`src/slpg_pkg.sv`:
```
// ----------------------------------------------------------------------------
// slpg_pkg
// Shared types and constants of the status LED pattern generator.
// ----------------------------------------------------------------------------
package slpg_pkg;

   localparam int unsigned TIME_W = 32;
   localparam int unsigned DUR_W  = 16;
   localparam int unsigned PHASE_W = 3;
   localparam int unsigned CSR_INDEX_W = 2;

   localparam logic [PHASE_W-1:0] PHASE_FIRST = 3'd0;
   localparam logic [PHASE_W-1:0] PHASE_PAUSE = 3'd5;

   localparam logic KIND_TICK = 1'b0;
   localparam logic KIND_SET  = 1'b1;

   typedef enum logic [1:0] {
      STATUS_GOOD  = 2'd0,
      STATUS_DOOR  = 2'd1,
      STATUS_WARM  = 2'd2,
      STATUS_FAULT = 2'd3
   } status_type;

   typedef enum logic [CSR_INDEX_W-1:0] {
      REG_SLOW_HALF = 2'd0,
      REG_FAST_HALF = 2'd1,
      REG_FLASH     = 2'd2,
      REG_PAUSE     = 2'd3
   } reg_index_type;

   localparam logic [DUR_W-1:0] SLOW_HALF_RESET = 16'd1000;
   localparam logic [DUR_W-1:0] FAST_HALF_RESET = 16'd200;
   localparam logic [DUR_W-1:0] FLASH_RESET     = 16'd150;
   localparam logic [DUR_W-1:0] PAUSE_RESET     = 16'd1000;

   typedef struct packed {
      logic [DUR_W-1:0] slow_half_ms;
      logic [DUR_W-1:0] fast_half_ms;
      logic [DUR_W-1:0] flash_ms;
      logic [DUR_W-1:0] pause_ms;
   } cfg_type;

   typedef struct packed {
      logic              kind;
      logic [TIME_W-1:0] now_ms;
      status_type        new_status;
   } item_type;

   typedef struct packed {
      logic       led_lit;
      status_type shown_status;
   } result_type;

endpackage

```
`src/slpg_csr.sv`:
```
// ----------------------------------------------------------------------------
// slpg_csr
// Configuration registers holding the blink and flash timings.
// ----------------------------------------------------------------------------
module slpg_csr
   import slpg_pkg::*;
(
   input  logic                   clock,
   input  logic                   reset,
   input  logic                   wr_en,
   input  logic [CSR_INDEX_W-1:0] wr_index,
   input  logic [DUR_W-1:0]       wr_data,
   output cfg_type                cfg
);

   cfg_type cfg_ff;
   cfg_type cfg_in;

   always_comb begin
      cfg_in = cfg_ff;
      if (wr_en) begin
         case (reg_index_type'(wr_index))
            REG_SLOW_HALF: cfg_in.slow_half_ms = wr_data;
            REG_FAST_HALF: cfg_in.fast_half_ms = wr_data;
            REG_FLASH:     cfg_in.flash_ms     = wr_data;
            REG_PAUSE:     cfg_in.pause_ms     = wr_data;
            default:       cfg_in = cfg_ff;
         endcase
      end
   end

   always_ff @(posedge clock) begin
      if (reset) begin
         cfg_ff.slow_half_ms <= SLOW_HALF_RESET;
         cfg_ff.fast_half_ms <= FAST_HALF_RESET;
         cfg_ff.flash_ms     <= FLASH_RESET;
         cfg_ff.pause_ms     <= PAUSE_RESET;
      end else begin
         cfg_ff <= cfg_in;
      end
   end

   assign cfg = cfg_ff;

endmodule

```
`src/slpg_core.sv`:
```
// ----------------------------------------------------------------------------
// slpg_core
// Pattern state and its update for one item: status changes, blink toggling
// and the six-phase error flash sequence.
// ----------------------------------------------------------------------------
module slpg_core
   import slpg_pkg::*;
(
   input  logic       clock,
   input  logic       reset,
   input  logic       enable,
   input  item_type   item,
   input  cfg_type    cfg,
   output result_type result
);

   status_type         mode_ff, mode_in;
   logic               led_ff, led_in;
   logic [TIME_W-1:0]  last_ff, last_in;
   logic               started_ff, started_in;
   logic [PHASE_W-1:0] phase_ff, phase_in;

   logic [TIME_W-1:0]  elapsed;
   logic [DUR_W-1:0]   duration;
   logic               expired;
   logic [PHASE_W-1:0] phase_step;

   always_comb begin
      case (mode_ff)
         STATUS_DOOR: duration = cfg.slow_half_ms;
         STATUS_WARM: duration = cfg.fast_half_ms;
         default:     duration = (phase_ff >= PHASE_PAUSE) ? cfg.pause_ms : cfg.flash_ms;
      endcase
   end

   assign elapsed    = item.now_ms - last_ff;
   assign expired    = elapsed >= {{(TIME_W-DUR_W){1'b0}}, duration};
   assign phase_step = (phase_ff >= PHASE_PAUSE) ? PHASE_FIRST : phase_ff + 3'd1;

   always_comb begin
      mode_in    = mode_ff;
      led_in     = led_ff;
      last_in    = last_ff;
      started_in = started_ff;
      phase_in   = phase_ff;
      if (item.kind == KIND_SET) begin
         if (item.new_status != mode_ff) begin
            mode_in    = item.new_status;
            phase_in   = PHASE_FIRST;
            started_in = 1'b0;
         end
      end else if (mode_ff == STATUS_GOOD) begin
         led_in = 1'b1;
      end else if (!started_ff) begin
         started_in = 1'b1;
         last_in    = item.now_ms;
         led_in     = 1'b1;
         if (mode_ff == STATUS_FAULT) begin
            phase_in = PHASE_FIRST;
         end
      end else if (expired) begin
         last_in = item.now_ms;
         if (mode_ff == STATUS_FAULT) begin
            phase_in = phase_step;
            led_in   = ~phase_step[0];
         end else begin
            led_in = ~led_ff;
         end
      end
   end

   always_ff @(posedge clock) begin
      if (reset) begin
         mode_ff    <= STATUS_GOOD;
         led_ff     <= 1'b1;
         last_ff    <= '0;
         started_ff <= 1'b0;
         phase_ff   <= PHASE_FIRST;
      end else if (enable) begin
         mode_ff    <= mode_in;
         led_ff     <= led_in;
         last_ff    <= last_in;
         started_ff <= started_in;
         phase_ff   <= phase_in;
      end
   end

   assign result.led_lit      = led_in;
   assign result.shown_status = mode_in;

endmodule

```
`src/status_led_pattern_generator.sv`:
```
// ----------------------------------------------------------------------------
// status_led_pattern_generator
// Drives one status LED from a status-selected blink or flash pattern.
// ----------------------------------------------------------------------------
// Items arrive on the req_ channel: a tick carrying the millisecond time or
// a status change. Each item gives exactly one transfer on the rsp_ channel
// with the LED drive and the status shown after that item.
// An item passes through an input register and then the result register, from
// which the result is offered. One item is taken every cycle while req_stall
// is low; the pattern state update between the two registers sets that rate.
// When rsp_stall is held the result register keeps its value and, once the
// input register is also occupied, req_stall is raised; nothing is dropped.
// Timings are written over the csr_ channel, which is always ready.
// Reset restores the default timings, shows status OK with the LED on and
// empties both registers.
// ----------------------------------------------------------------------------
module status_led_pattern_generator
   import slpg_pkg::*;
(
   input  logic                   clock,
   input  logic                   reset,
   input  logic                   req_valid,
   output logic                   req_stall,
   input  logic                   req_kind,
   input  logic [TIME_W-1:0]      req_now_ms,
   input  logic [1:0]             req_new_status,
   output logic                   rsp_valid,
   input  logic                   rsp_stall,
   output logic                   rsp_led_lit,
   output logic [1:0]             rsp_shown_status,
   input  logic                   csr_valid,
   output logic                   csr_ready,
   input  logic [CSR_INDEX_W-1:0] csr_index,
   input  logic [DUR_W-1:0]       csr_data
);

   cfg_type    cfg;
   item_type   item_ff;
   logic       in_valid_ff;
   logic       out_valid_ff;
   result_type result;
   result_type result_ff;
   logic       out_free;
   logic       advance;
   logic       in_free;

   assign csr_ready = 1'b1;

   slpg_csr u_csr (
      .clock    (clock),
      .reset    (reset),
      .wr_en    (csr_valid),
      .wr_index (csr_index),
      .wr_data  (csr_data),
      .cfg      (cfg)
   );

   assign out_free  = !out_valid_ff || !rsp_stall;
   assign advance   = in_valid_ff && out_free;
   assign in_free   = !in_valid_ff || advance;
   assign req_stall = !in_free;

   always_ff @(posedge clock) begin
      if (reset) begin
         in_valid_ff <= 1'b0;
      end else if (in_free) begin
         in_valid_ff <= req_valid;
      end
   end

   always_ff @(posedge clock) begin
      if (in_free && req_valid) begin
         item_ff.kind       <= req_kind;
         item_ff.now_ms     <= req_now_ms;
         item_ff.new_status <= status_type'(req_new_status);
      end
   end

   slpg_core u_core (
      .clock  (clock),
      .reset  (reset),
      .enable (advance),
      .item   (item_ff),
      .cfg    (cfg),
      .result (result)
   );

   always_ff @(posedge clock) begin
      if (reset) begin
         out_valid_ff <= 1'b0;
      end else if (out_free) begin
         out_valid_ff <= in_valid_ff;
      end
   end

   always_ff @(posedge clock) begin
      if (advance) begin
         result_ff <= result;
      end
   end

   assign rsp_valid        = out_valid_ff;
   assign rsp_led_lit      = result_ff.led_lit;
   assign rsp_shown_status = result_ff.shown_status;

`ifndef SYNTH
   a_advance_fills: assert property (@(posedge clock) disable iff (reset)
      advance |=> rsp_valid)
      else $error("processed item did not reach the result register");

   a_set_shown: assert property (@(posedge clock) disable iff (reset)
      (advance && item_ff.kind == KIND_SET) |=> rsp_shown_status == $past(item_ff.new_status))
      else $error("status change not shown");

   a_ok_lit: assert property (@(posedge clock) disable iff (reset)
      (advance && item_ff.kind == KIND_TICK && u_core.mode_ff == STATUS_GOOD) |=> rsp_led_lit)
      else $error("LED not lit on tick in status OK");

   a_stall_no_take: assert property (@(posedge clock) disable iff (reset)
      (in_valid_ff && out_valid_ff && rsp_stall) |-> req_stall)
      else $error("input taken while both registers are full and stalled");
`endif

endmodule

```
`config.mk`:
```
export PLATFORM = sky130hd
export DESIGN_NAME = status_led_pattern_generator
export DESIGN_NICKNAME = d
export VERILOG_FILES = /design/src/slpg_pkg.sv /design/src/slpg_csr.sv /design/src/slpg_core.sv /design/src/status_led_pattern_generator.sv
export SDC_FILE = /design/constraint.sdc
export NUM_CORES = 1
export LEC_CHECK = 0
export BUFFER_PORTS_ARGS = -buffer_cell sky130_fd_sc_hd__buf_2
export CELL_PAD_IN_SITES_DETAIL_PLACEMENT = 2
export CELL_PAD_IN_SITES_GLOBAL_PLACEMENT = 2
export CORE_MARGIN = 2
export CORE_UTILIZATION = 35
export CTS_BUF_LIST = sky130_fd_sc_hd__clkbuf_8
export CTS_CLUSTER_SIZE = 20
export DETAILED_ROUTE_END_ITERATION = 8
export PLACE_DENSITY_LB_ADDON = 0.05
export RECOVER_POWER = 100
export SYNTH_ARGS = -nofsm -noshare
export SYNTH_HDL_FRONTEND = slang
export SYNTH_SLANG_ARGS = --single-unit
```
`constraint.sdc`:
```
create_clock -name clock -period 4.36 [get_ports clock]
set_clock_uncertainty 0.15 [all_clocks]
set_input_delay 0.654 -clock clock [delete_from_list [all_inputs] [get_ports clock]]
set_output_delay 0.654 -clock clock [all_outputs]
set_load 0.03 [all_outputs]
```
==> results of run 1 <==
-- kinds of logic after synthesis --
logic type | after synthesis
adder cells (fa/ha/maj) | 54
other | 1
flip-flops | 143
AO/OA/AOI/OAI | 225
multiplexers | 52
buffers and inverters | 103
XOR/XNOR | 21
AND/OR/NAND/NOR | 393
-- power breakdown --
part,switching (mW),total (mW),internal [mW]
sequential,0.0310,1.44,1.41
combinational,0.366,0.645,0.279
clock,0.648,1.13,0.483
total,1.05,3.22,2.18
-- registers in the layout, summed over array words and instances (netlist names) --
register and cells:
u_core.started_ff 1, in_valid_ff 1, u_csr.cfg 64, rsp_valid 1, rsp_led_lit 1, u_core.led_ff 1
u_core.phase_ff 3, item_ff 35, u_core.mode_ff 2, rsp_shown_status 2, u_core.last_ff 32
-- worst paths after layout --
kind	depth (start not counted)	to	slack (ns)	startpoint
max	18	u_core.last_ff[15]	-0.04	item_ff[4]
min	1	item_ff[11]	0.19	req_now_ms[9]
min reg2reg	2	u_csr.cfg[22]	0.31	u_csr.cfg[22]
max reg2reg	18	u_core.last_ff[15]	-0.04	item_ff[4]
-- cell usage in the layout (no fill, tap or decap), types with 10 or more instances in the layout --
master / synthesis / final
nand2_1: 181 / 179
dfxtp_1: 105 / 105
buf_4: 1 / 87
a21oi_1: 86 / 77
nand2b_1: 68 / 67
buf_2: 10 / 52
inv_1: 45 / 46
ha_1: 53 / 39
edfxtp_1: 38 / 38
nor2_1: 36 / 34
mux2i_1: 35 / 32
o21ai_0: 31 / 25
nand3b_1: 23 / 23
nand4_1: 17 / 17
a22oi_1: 17 / 17
clkbuf_8: 0 / 17
xnor2_1: 17 / 16
mux2_2: 16 / 16
a21o_1: 15 / 15
clkbuf_1: 39 / 13
ha_4: 0 / 11
o211ai_1: 10 / 10
nand3_1: 11 / 10
-- per-stage QoR --
step,cell area [um2],utilization (%),hold slack [ns]
finish,10500,43.55,0.1947
global route,10500,43.55,0.1629
CTS,10400,43.13,0.1667
detailed placement,9570,39.70,0.2987
global placement,9570,39.70,0.2920
floorplan,8517,-,0.2829
-- final cells by class --
class | count | area share (%)
well taps | 324 | 3.861
multi-input cells | 749 | 49.93
inverters | 46 | 1.645
repair buffers | 157 | 9.832
clock inverters | 15 | 1.609
flip-flops and latches | 143 | 30.89
clock buffers | 17 | 2.229
-- critical path, delay by kind of cell (launching register included) --
family	cells	cell delay, ns
flops	1	0.45
simple gates	7	1.26
fa+ha+maj	2	0.60
compound gates	6	1.24
buf+inv	1	0.15
xor+xnor	1	0.21
mux	1	0.23
-- per-layer routing --
layer,GRT usage [%],part of all wire (%),wire length (um),vias to the layer above
li1,-,-,-,3723
met1,28.30,45,12910,3778
met2,40.95,51,14420,87
met3,3.091,2.2,632,30
met4,6.798,2.0,566,0
met5,0,0,0,-
-- timing repair --
action                                  4_1_cts  5_1_grt
hold buffers                                  0        0
gates resized for setup                      53       20
buffers inserted                             16        3
pin swaps                                    21       14
gates cloned                                  3        0
endpoints found under the setup margin       37       37
==> impl_metrics.env, run 1 <==
export IMPL_ir_worst_vdd_mv=0.1245
export IMPL_async_reset_ff_share_pct=0
export IMPL_core_mm2=0.02411
export IMPL_slowest_delay_ns=0.45
export IMPL_grt_max_degree=106
export IMPL_antenna_found_initial=0
export IMPL_drc=0
export IMPL_dpl_hpwl_um=19750
export IMPL_dieArea_mm2=0.02555
export IMPL_firstDrtPassIters=4
export IMPL_layout_drive_gt1_share_pct=23.96
export IMPL_crit_chain="ha_4, o211ai_1, a21o_1, buf_4, a21boi_2, nor2_2, xnor2_1, ha_1, a211oi_2, nor2_1, a211o_1, a211o_1, nor4_2, nand4b_1, nor4_4, nand4_4, and2_4, mux2i_2"
export IMPL_port_buffers=62
export IMPL_synth_area_leader_cell="dfxtp_1"
export IMPL_run_status="complete, but fails checks"
export IMPL_p_leak_nw=3.932
export IMPL_hold_path_class="in2reg"
export IMPL_ant_nets=0
export IMPL_clkSlewWorstSetupHoldPaths_ns=0.10
export IMPL_synthTopCellsByCount="nand2_1 (181), dfxtp_1 (105), a21oi_1 (86), nand2b_1 (68), ha_1 (53)"
export IMPL_cts_tree="built"
export IMPL_cts_buffers=17
export IMPL_grt_total_usage_pct=22.76
export IMPL_synth_top_family_by_area="simple AND/OR/NAND/NOR gates"
export IMPL_dr_total_vias=7618
export IMPL_synth_edf_count=38
export IMPL_nFillCells=2737
export IMPL_rsz0062_at_grt="yes"
export IMPL_synthAdderAreaFrac_pct=8.037
export IMPL_area_delta_synth_final_pct=23.51
export IMPL_htree_levels=4
export IMPL_nNetsFinal=1226
export IMPL_ys_ff_latch=143
export IMPL_setup_viol=8
export IMPL_regArea_mm2=0.003243
export IMPL_fmax_mhz=227.4
export IMPL_yosys_area_share_simple_pct=23.56
export IMPL_initial_core_util_pct=35.26
export IMPL_syn_num_nets=1104
export IMPL_clock_latency_ns=0.48
export IMPL_hold_viol=0
export IMPL_violations="max-capacitance violations, max-slew violations, negative setup slack"
export IMPL_die_w_um=159.8
export IMPL_dp_worst_setup_slack_ns=-0.2991
export IMPL_post_synth_cell_area_avg_um2=8.569
export IMPL_cp_common_cell="a211o_1"
export IMPL_yosys_top_cells_area="dfxtp_1 (25%), edfxtp_1 (13%), nand2_1 (8.0%), ha_1 (7.8%), a21oi_1 (5.1%)"
export IMPL_cp_slowest_cell="edfxtp_1"
export IMPL_place_inst=1397
export IMPL_cts_sinks=143
export IMPL_start_kind="register"
export IMPL_fin_cells=1451
export IMPL_synth_most_common_cell="nand2_1"
export IMPL_cts_root_buffer="clkbuf_8"
export IMPL_fp_dieH_um=159.8
export IMPL_synth_compound_area_share_pct=16.49
export IMPL_wl_um=28530
export IMPL_arrival_ns=4.65
export IMPL_power_density_mw_per_mm2=306.8
export IMPL_gp_congestion=0.7866
export IMPL_worst_path_max_fanout=8
export IMPL_cp_end_kind="register"
export IMPL_maxSlewHeadroom_pct=-59.86
export IMPL_min_period_ns=4.397
export IMPL_fin_total_pwr_mw=3.221
export IMPL_synth_xor_area_share_pct=2.164
export IMPL_netlist_area_leader_share_pct=24.73
export IMPL_max_cap_viol_count=1
export IMPL_multi_input_area_mm2=0.005243
export IMPL_worst_ep_required_time_ns=4.61
export IMPL_synth_area_mm2=0.008501
export IMPL_path_class="reg2reg"
export IMPL_finalCritPeriodShare_pct=100.9
export IMPL_clockBufferDepth=2
export IMPL_vias_per_cell=5.250
export IMPL_num_rows=57
export IMPL_setup_tns_final_ns=-0.1268
export IMPL_worst_slack_ns=-0.03743
export IMPL_slew_viol_final=36
export IMPL_ys_seq_area_share_pct=38.15
export IMPL_grt_pass1_wl_um=46070
export IMPL_drtIter0Drc=327
export IMPL_synth_warnings=0
export IMPL_synth_cells=992
export IMPL_synth_flop_cell="dfxtp_1"
export IMPL_tightest_slew_ns=2.398
export IMPL_ys_types=72
export IMPL_muxShareOfSynthArea_pct=6.373
export IMPL_routedWlPerCell_um=19.67
export IMPL_first_global_vias=8475
export IMPL_io_pins=64
export IMPL_n_antenna_cell=0
export IMPL_grt_ovfl_total=0
Power figures use the tool's default switching activity.
==> inputs of run 2 (changes only) <==
--- a/config.mk
+++ b/config.mk
@@ -6,13 +6,14 @@
 export NUM_CORES = 1
 export LEC_CHECK = 0
 export BUFFER_PORTS_ARGS = -buffer_cell sky130_fd_sc_hd__buf_2
-export CELL_PAD_IN_SITES_DETAIL_PLACEMENT = 2
+export CELL_PAD_IN_SITES_DETAIL_PLACEMENT = 0
 export CELL_PAD_IN_SITES_GLOBAL_PLACEMENT = 2
 export CORE_MARGIN = 2
 export CORE_UTILIZATION = 35
 export CTS_BUF_LIST = sky130_fd_sc_hd__clkbuf_8
 export CTS_CLUSTER_SIZE = 20
 export DETAILED_ROUTE_END_ITERATION = 8
+export MAX_ROUTING_LAYER = met4
 export PLACE_DENSITY_LB_ADDON = 0.05
 export RECOVER_POWER = 100
 export SYNTH_ARGS = -nofsm -noshare
==> run 2 against run 1 <==
  * The flow finishes with violations (max-capacitance violations, max-slew violations)
  * Flip-flop and latch count did not move
  * Clock power about the same
  * Sequential share of layout area rose by 0.14 points
  * First-iteration DRC count shrank 1.5%
  * Critical path type unchanged
  * Largest power group unchanged
  * Non-clock buffer count shrank 3
  * Power down 0.35%
==> impl_metrics.env, run 2 (same netlist as run 1, synthesis figures left out) <==
export IMPL_cts_buffers=17
export IMPL_htree_levels=4
export IMPL_hold_path_class="in2reg"
export IMPL_power_density_mw_per_mm2=306.8
export IMPL_setup_viol=0
export IMPL_layout_drive_gt1_share_pct=23.40
export IMPL_p_switching_mw=0.9903
export IMPL_reg2reg_to="u_core.last_ff[1]"
export IMPL_routedWlPerCell_um=16.49
export IMPL_dr_total_vias=7142
export IMPL_io_pins=64
export IMPL_min_period_ns=4.212
export IMPL_drc=0
export IMPL_drtIter0Drc=322
export IMPL_nNetsFinal=1223
export IMPL_place_area_mm2=0.009570
export IMPL_fin_util_pct=43.39
export IMPL_cts_sinks=143
export IMPL_finalCritPeriodShare_pct=96.59
export IMPL_start_kind="register"
export IMPL_nFillCells=2529
export IMPL_clkSlewWorstSetupHoldPaths_ns=0.10
export IMPL_slowest_delay_ns=0.43
export IMPL_violations="max-capacitance violations, max-slew violations"
export IMPL_n_antenna_cell=0
export IMPL_largest_reg_flops=64
export IMPL_tightest_slew_ns=2.302
export IMPL_area_delta_synth_final_pct=23.05
export IMPL_ir_worst_vdd_mv=0.1924
export IMPL_path_class="reg2reg"
export IMPL_power_frac_seq_pct=44.9
export IMPL_cts_root_buffer="clkbuf_8"
export IMPL_max_cap_viol_count=2
export IMPL_hold_path_end="item_ff[1]"
export IMPL_core_mm2=0.02411
export IMPL_hold_viol=0
export IMPL_worstHoldStart="req_new_status[1]"
export IMPL_clock_latency_ns=0.47
export IMPL_grt_total_usage_pct=19.48
export IMPL_cp_num_buf_inv=2
export IMPL_vias_per_cell=4.932
export IMPL_worst_ep_required_time_ns=4.57
export IMPL_ant_nets=0
export IMPL_wl_um=23880
export IMPL_num_rows=57
export IMPL_initial_core_util_pct=35.26
export IMPL_cp_end_kind="register"
export IMPL_antenna_found_initial=0
export IMPL_dpl_hpwl_um=16540
export IMPL_pwr_share_clk_pct=36.0
export IMPL_switching_share_pct=30.85
export IMPL_p_leak_nw=3.926
export IMPL_fmax_mhz=237.4
export IMPL_grt_ovfl_total=0
export IMPL_ff2ff_path_depth=18
export IMPL_power_frac_comb_pct=19.1
export IMPL_r2r_start="item_ff[7]"
export IMPL_final_cell_mix="nand2_1 (180), dfxtp_1 (103), buf_4 (82), a21oi_1 (80), nand2b_1 (67)"
export IMPL_crit_chain="ha_4, buf_6, nand4_1, a211oi_2, nor3b_2, buf_4, xnor2_1, ha_1, a21o_1, nand3_1, a21oi_1, a211o_1, nor4_2, nand4b_1, nor4_4, nand4_4, and2_4, o31ai_2"
export IMPL_port_buffers=62
export IMPL_run_status="complete, but fails checks"
export IMPL_dieArea_mm2=0.02555
export IMPL_grt_max_degree=106
export IMPL_setup_tns_final_ns=0
export IMPL_first_global_vias=7261
export IMPL_final_area_mm2=0.01046
export IMPL_hold_path_depth=1
export IMPL_rsz0062_at_grt="yes"
export IMPL_die_w_um=159.8
export IMPL_maxSlewHeadroom_pct=-53.47
export IMPL_worst_path_max_fanout=8
export IMPL_clockBufferDepth=2
export IMPL_firstDrtPassIters=5
export IMPL_cts_hold_buf=0
export IMPL_layout_commonest_cell="nand2_1"
export IMPL_crit_family="simple AND/OR/NAND/NOR gates"
export IMPL_r2r_setup_slack_ns=0.15
export IMPL_fp_dieH_um=159.8
export IMPL_intPower_mw=2.219
export IMPL_cp_slowest_cell="edfxtp_1"
export IMPL_grt_pass1_wl_um=38890
export IMPL_cts_tree="built"
export IMPL_gp_congestion=0.7990
export IMPL_fin_total_pwr_mw=3.210
export IMPL_arrival_ns=4.43
export IMPL_slew_viol_final=142
[run 2: cell types whose count changed in the layout (fill, tap and decap cells not counted), moves of 3 or more]
cell / change
mux2i_2: -3
inv_4: +3
mux2i_1: +3
a21oi_1: +3
buf_4: -5
[run 2: area by class of cell]
| type | count | area (um2) | area share (%) |
|---|---|---|---|
| clock inverter | 15 | 171.4 | 1.639 |
| multi-input combinational | 749 | 5210 | 49.81 |
| inverter | 46 | 172.7 | 1.651 |
| clock buffer | 17 | 234.0 | 2.237 |
| timing repair buffer | 154 | 1021 | 9.761 |
| tap | 324 | 405.4 | 3.876 |
| sequential | 143 | 3246 | 31.03 |
[run 2: repair_timing]
action | 4_1_cts | 5_1_grt
setup buffers | 13 | 3
setup endpoints to repair | 36 | 37
pin swaps | 27 | 23
hold endpoints to repair | 0 | 0
gates resized for setup | 47 | 24
cloned | 1 | 2
[run 2: metal layers]
| layer | global-route usage, % | up-vias | routed length, um |
|---|---|---|---|
| met5 | - | - | 0 |
| met3 | 3.169 | 14 | 452 |
| met4 | 4.054 | 0 | 283 |
| li1 | - | 3725 | - |
| met1 | 26.11 | 3333 | 11950 |
| met2 | 31.21 | 70 | 11200 |
[run 2: power by group through the flow]
stage | registers (mW) | clock network [mW] | logic (mW)
floorplan | 1.46 | 0 | 0.359
global placement | 1.47 | 0 | 0.559
detailed placement | 1.47 | 0 | 0.558
CTS | 1.44 | 1.19 | 0.607
global route | 1.45 | 1.25 | 0.688
finish | 1.44 | 1.15 | 0.614
[run 2: worst max path at each step]
stage	from	endpoint	slack [ns]	depth (start not counted)
final	item_ff[7]	u_core.last_ff[1]	0.15	18
after global routing	item_ff[4]	rsp_led_lit	-0.12	18
after CTS	item_ff[2]	rsp_led_lit	0.004	21
after detailed placement	item_ff[2]	u_core.last_ff[4]	-0.26	20
after global placement	item_ff[2]	u_core.last_ff[19]	-0.13	20
after floorplan	item_ff[2]	u_core.last_ff[1]	0.02	22
[run 2: worst reg2reg max path, stage by stage, from the launching register on]
cell and delay (ns):
edfxtp_1 0.43, ha_4 0.30, buf_6 0.08, nand4_1 0.12
a211oi_2 0.31, nor3b_2 0.10, buf_4 0.14, xnor2_1 0.25
ha_1 0.30, a21o_1 0.18, nand3_1 0.07, a21oi_1 0.10
a211o_1 0.29, nor4_2 0.16, nand4b_1 0.18, nor4_4 0.25
nand4_4 0.22, and2_4 0.29, o31ai_2 0.19
[run 2: per-stage QoR]
stage / setup WS, ns / std cells / hold slack [ns]
after floorplan: 0.02105 / 992 / 0.2829
after global placement: -0.1277 / 1397 / 0.2920
after detailed placement: -0.2623 / 1397 / 0.2946
after CTS: 0.003604 / 1443 / 0.1727
after global routing: -0.1227 / 1448 / 0.1648
final: 0.1485 / 1448 / 0.1978
